===== src/design/rmrb_ram.sv =====
// Simple dual-port RAM with one write port and one registered read port.
`timescale 1ns / 1ps

module rmrb_ram #(
    parameter int DEPTH = 64,
    parameter int WIDTH = 8
) (
    input  logic                     aclk,
    input  logic                     we,
    input  logic [$clog2(DEPTH)-1:0] waddr,
    input  logic [WIDTH-1:0]         wdata,
    input  logic [$clog2(DEPTH)-1:0] raddr,
    output logic [WIDTH-1:0]         rdata
);

    logic [WIDTH-1:0] mem [DEPTH];

    always_ff @(posedge aclk) begin
        if (we) begin
            mem[waddr] <= wdata;
        end
        rdata <= mem[raddr];
    end

endmodule


===== config.mk =====
export PLATFORM = sky130hd
export DESIGN_NAME = rmrb_ram
export DESIGN_NICKNAME = d
export VERILOG_FILES = /design/src/design/rmrb_ram.sv
export SDC_FILE = /design/constraint.sdc
export NUM_CORES = 1
export LEC_CHECK = 0
export BUFFER_PORTS_ARGS = -buffer_cell sky130_fd_sc_hd__buf_2
export CORE_ASPECT_RATIO = 1.5
export CORE_MARGIN = 1
export CORE_UTILIZATION = 53
export DETAILED_ROUTE_END_ITERATION = 16
export GPL_TIMING_DRIVEN = 0
export PLACE_DENSITY = 0.72
export REMOVE_ABC_BUFFERS = 1
export SKIP_CTS_REPAIR_TIMING = 1
export SLEW_MARGIN = 30
export SYNTH_ARGS = -nofsm -noshare
export SYNTH_HDL_FRONTEND = slang
export SYNTH_SLANG_ARGS = --single-unit

===== constraint.sdc =====
create_clock -name aclk -period 2 [get_ports aclk]
set_input_delay 0.3 -clock aclk [delete_from_list [all_inputs] [get_ports aclk]]
set_output_delay 0.3 -clock aclk [all_outputs]
set_load 0.03 [all_outputs]

==> results.ini <==
[global_routing]
grt_pass1_wl_um = 61400
track_usage_pct = 22.2
grt_pass1_vias = 9555
antenna_found_initial = 1
grt_max_degree = 65
grt_overflow_total = 0

[outcome]
status = finished, violations left
violations = setup timing

[floorplanning]
die-area_um2 = 38900
core-area_um2 = 37600
die_w_um = 161
io_pins = 30
row_count = 87
fp.dieH_um = 241
start_util_pct = 53.7

[timing]
clock_skew_ps = 10.7
hold_ws_ps = 280
slew_viol_final = 0
grt_setup_unrepaired = yes
finalHoldViolations = 0
fin_crit_ps = 2050
min_period_over_period_pct = 102
worst-slew-pin-transition_ps = 944
max_slew_margin_pct = 36.9
layout_setup_ws_ps = -49.9
setup_violations = 18
fmax_ghz = 0.488

[logic_synthesis]
async_reset_ff_share_pct = 0
synth_largest_area_cell = edfxtp_1
yosys_most_used_dff = edfxtp_1
yosysMostFrequentCell = edfxtp_1
synth_cell_type_count = 40
avgSynthCellArea_um2 = 21.5
synth_area_leaders = edfxtp_1 (76%), mux4_2 (14%), nor2_1 (1.5%)
yosysSeqAreaShare_pct = 77.0
syn_inst = 940
synth_seq_cells = 520
synth_top_area_share_pct = 76.2
synth_area_um2 = 20200
synth_warnings = 0
synth_common_cells = edfxtp_1 (512), mux4_2 (126), nor2_1 (83), mux2i_1 (23), nand2_1 (19)
synth-edff-count = 512

[clock_network]
cts_root_buf = clkbuf_16
cts_buffer_depth = 3
cts_max_level = 2
cts_made_buffers = 44
clk_latency_ps = 550
clkTransAtPathRegs_ps = 60
cts_sinks = 520
cts_tree = yes

[cells_and_area]
n_fill_cell = 2616
drive_above_1_share_pct = 25.7
final_nets = 995
antenna_cells = 0
areaGrowthSynthToFinish_pct = 10.7
ff_latch_area_um2 = 15500
multiInputGateArea_um2 = 4460

[min_path]
hp-class = in -> reg

[place]
port_buffers = 29
dp_hpwl_um = 24200
gp_congestion = 0.772

[detailed_routing]
wl_um = 42600
vias_per_cell = 6.36
drc_errors = 0
ant_nets = 0
dr.first_iter.drc_count = 898
wl_per_cell_um = 28.5
vias = 9489
first_pass_iters = 5

[setup_path]
cp-end-kind = flip-flop
worst_setup_path_start_kind = flip-flop
worstPathArrival_ps = 2440
crit_type = reg -> reg
required_ps = 2390
crit_fanout = 1

[pwr]
max-vdd-ir-drop_mv = 0.770
leakagePower_uw = 0.00686
powerDensity_nw_per_um2 = 947
fin_total_pwr_uw = 21200

[job]
maxCapViolCount = 0

-- worst max-delay path, cell delays in order, from the launching register on --
cell and delay, ps:
edfxtp_1 380, mux4_2 500, mux4_2 540, o21ai_1 280
o41ai_2 190
-- report_power, final --
| group | internal (uW) | leakage [uW] | switching (uW) |
|---|---|---|---|
| sequential | 12100 | 0.00467 | 20.8 |
| combinational | 455 | 0.00156 | 760 |
| clock | 4250 | 0.000632 | 3620 |
-- per-layer routing --
layer	vias to the layer above	GRT usage, %	wire, um
li1	3990	-	-
met3	94	3.32	3260
met5	-	0	0
met4	0	10.1	1570
met1	4953	29.3	15600
met2	452	36.7	22100
-- cell families after synthesis --
| group | share of synthesized area (%) |
|---|---|
| mux | 15.9 |
| flops | 77.0 |
| buf+inv | 1.57 |
| compound gates | 2.07 |
| simple gates | 3.39 |
-- registers in the layout, summed over array words and instances, names as in the netlist --
register  flops
mem         512
rdata         8
-- final cells by class --
type / instances / share of cell area (%)
Sequential cell: 520 / 69.6
Multi-Input combinational cell: 369 / 20.0
Clock buffer: 57 / 5.24
Tap cell: 489 / 2.74
Timing Repair Buffer: 38 / 1.97
Clock inverter: 20 / 0.515
-- path summary, 6_finish.rpt --
| check | cells after the start | to | slack, ps | start |
|---|---|---|---|---|
| worst min register to register | 4 | rdata[0]$_DFF_P_ | 910 | mem[18][0]$_DFFE_PP_ |
| worst min-delay path | 1 | mem[53][3]$_DFFE_PP_ | 280 | wdata[3] |
| worst max-delay path | 4 | rdata[3]$_DFF_P_ | -50 | mem[35][3]$_DFFE_PP_ |
| worst max register to register | 4 | rdata[3]$_DFF_P_ | -50 | mem[35][3]$_DFFE_PP_ |
-- per-stage QoR --
| stage | util, % | std cells | setup WS (ps) | area, um2 | setup TNS [ps] |
|---|---|---|---|---|---|
| floorplan | - | 889 | 316 | 19900 | 0 |
| detailed placement | 55.4 | 1412 | -1080 | 20800 | -172460 |
| finish | 59.5 | 1493 | -49.9 | 22300 | -215 |
| global route | 59.5 | 1493 | -102 | 22300 | -2860 |
| CTS | 58.8 | 1489 | -513 | 22100 | -2130 |
| global placement | 54.9 | 1407 | -4250 | 20600 | -187080 |
-- placed cells by master (no fill, tap or decap), types with 4 or more instances in the layout --
cell type and instances:
nor2_2 11, clkbuf_16 49, clkinv_1 11, edfxtp_1 512, buf_4 7, clkinv_2 7, nor2b_1 14, a221oi_1 5
mux2_2 12, o221ai_1 8, clkbuf_1 12, dfxtp_1 8, buf_16 5, nand2_1 19, nand2b_1 6, o22ai_1 8
nand3_1 13, a211oi_1 4, mux2i_1 23, buf_2 17, nor2_1 72, mux4_2 126
No activity file was read; power rests on OpenSTA's default activity.
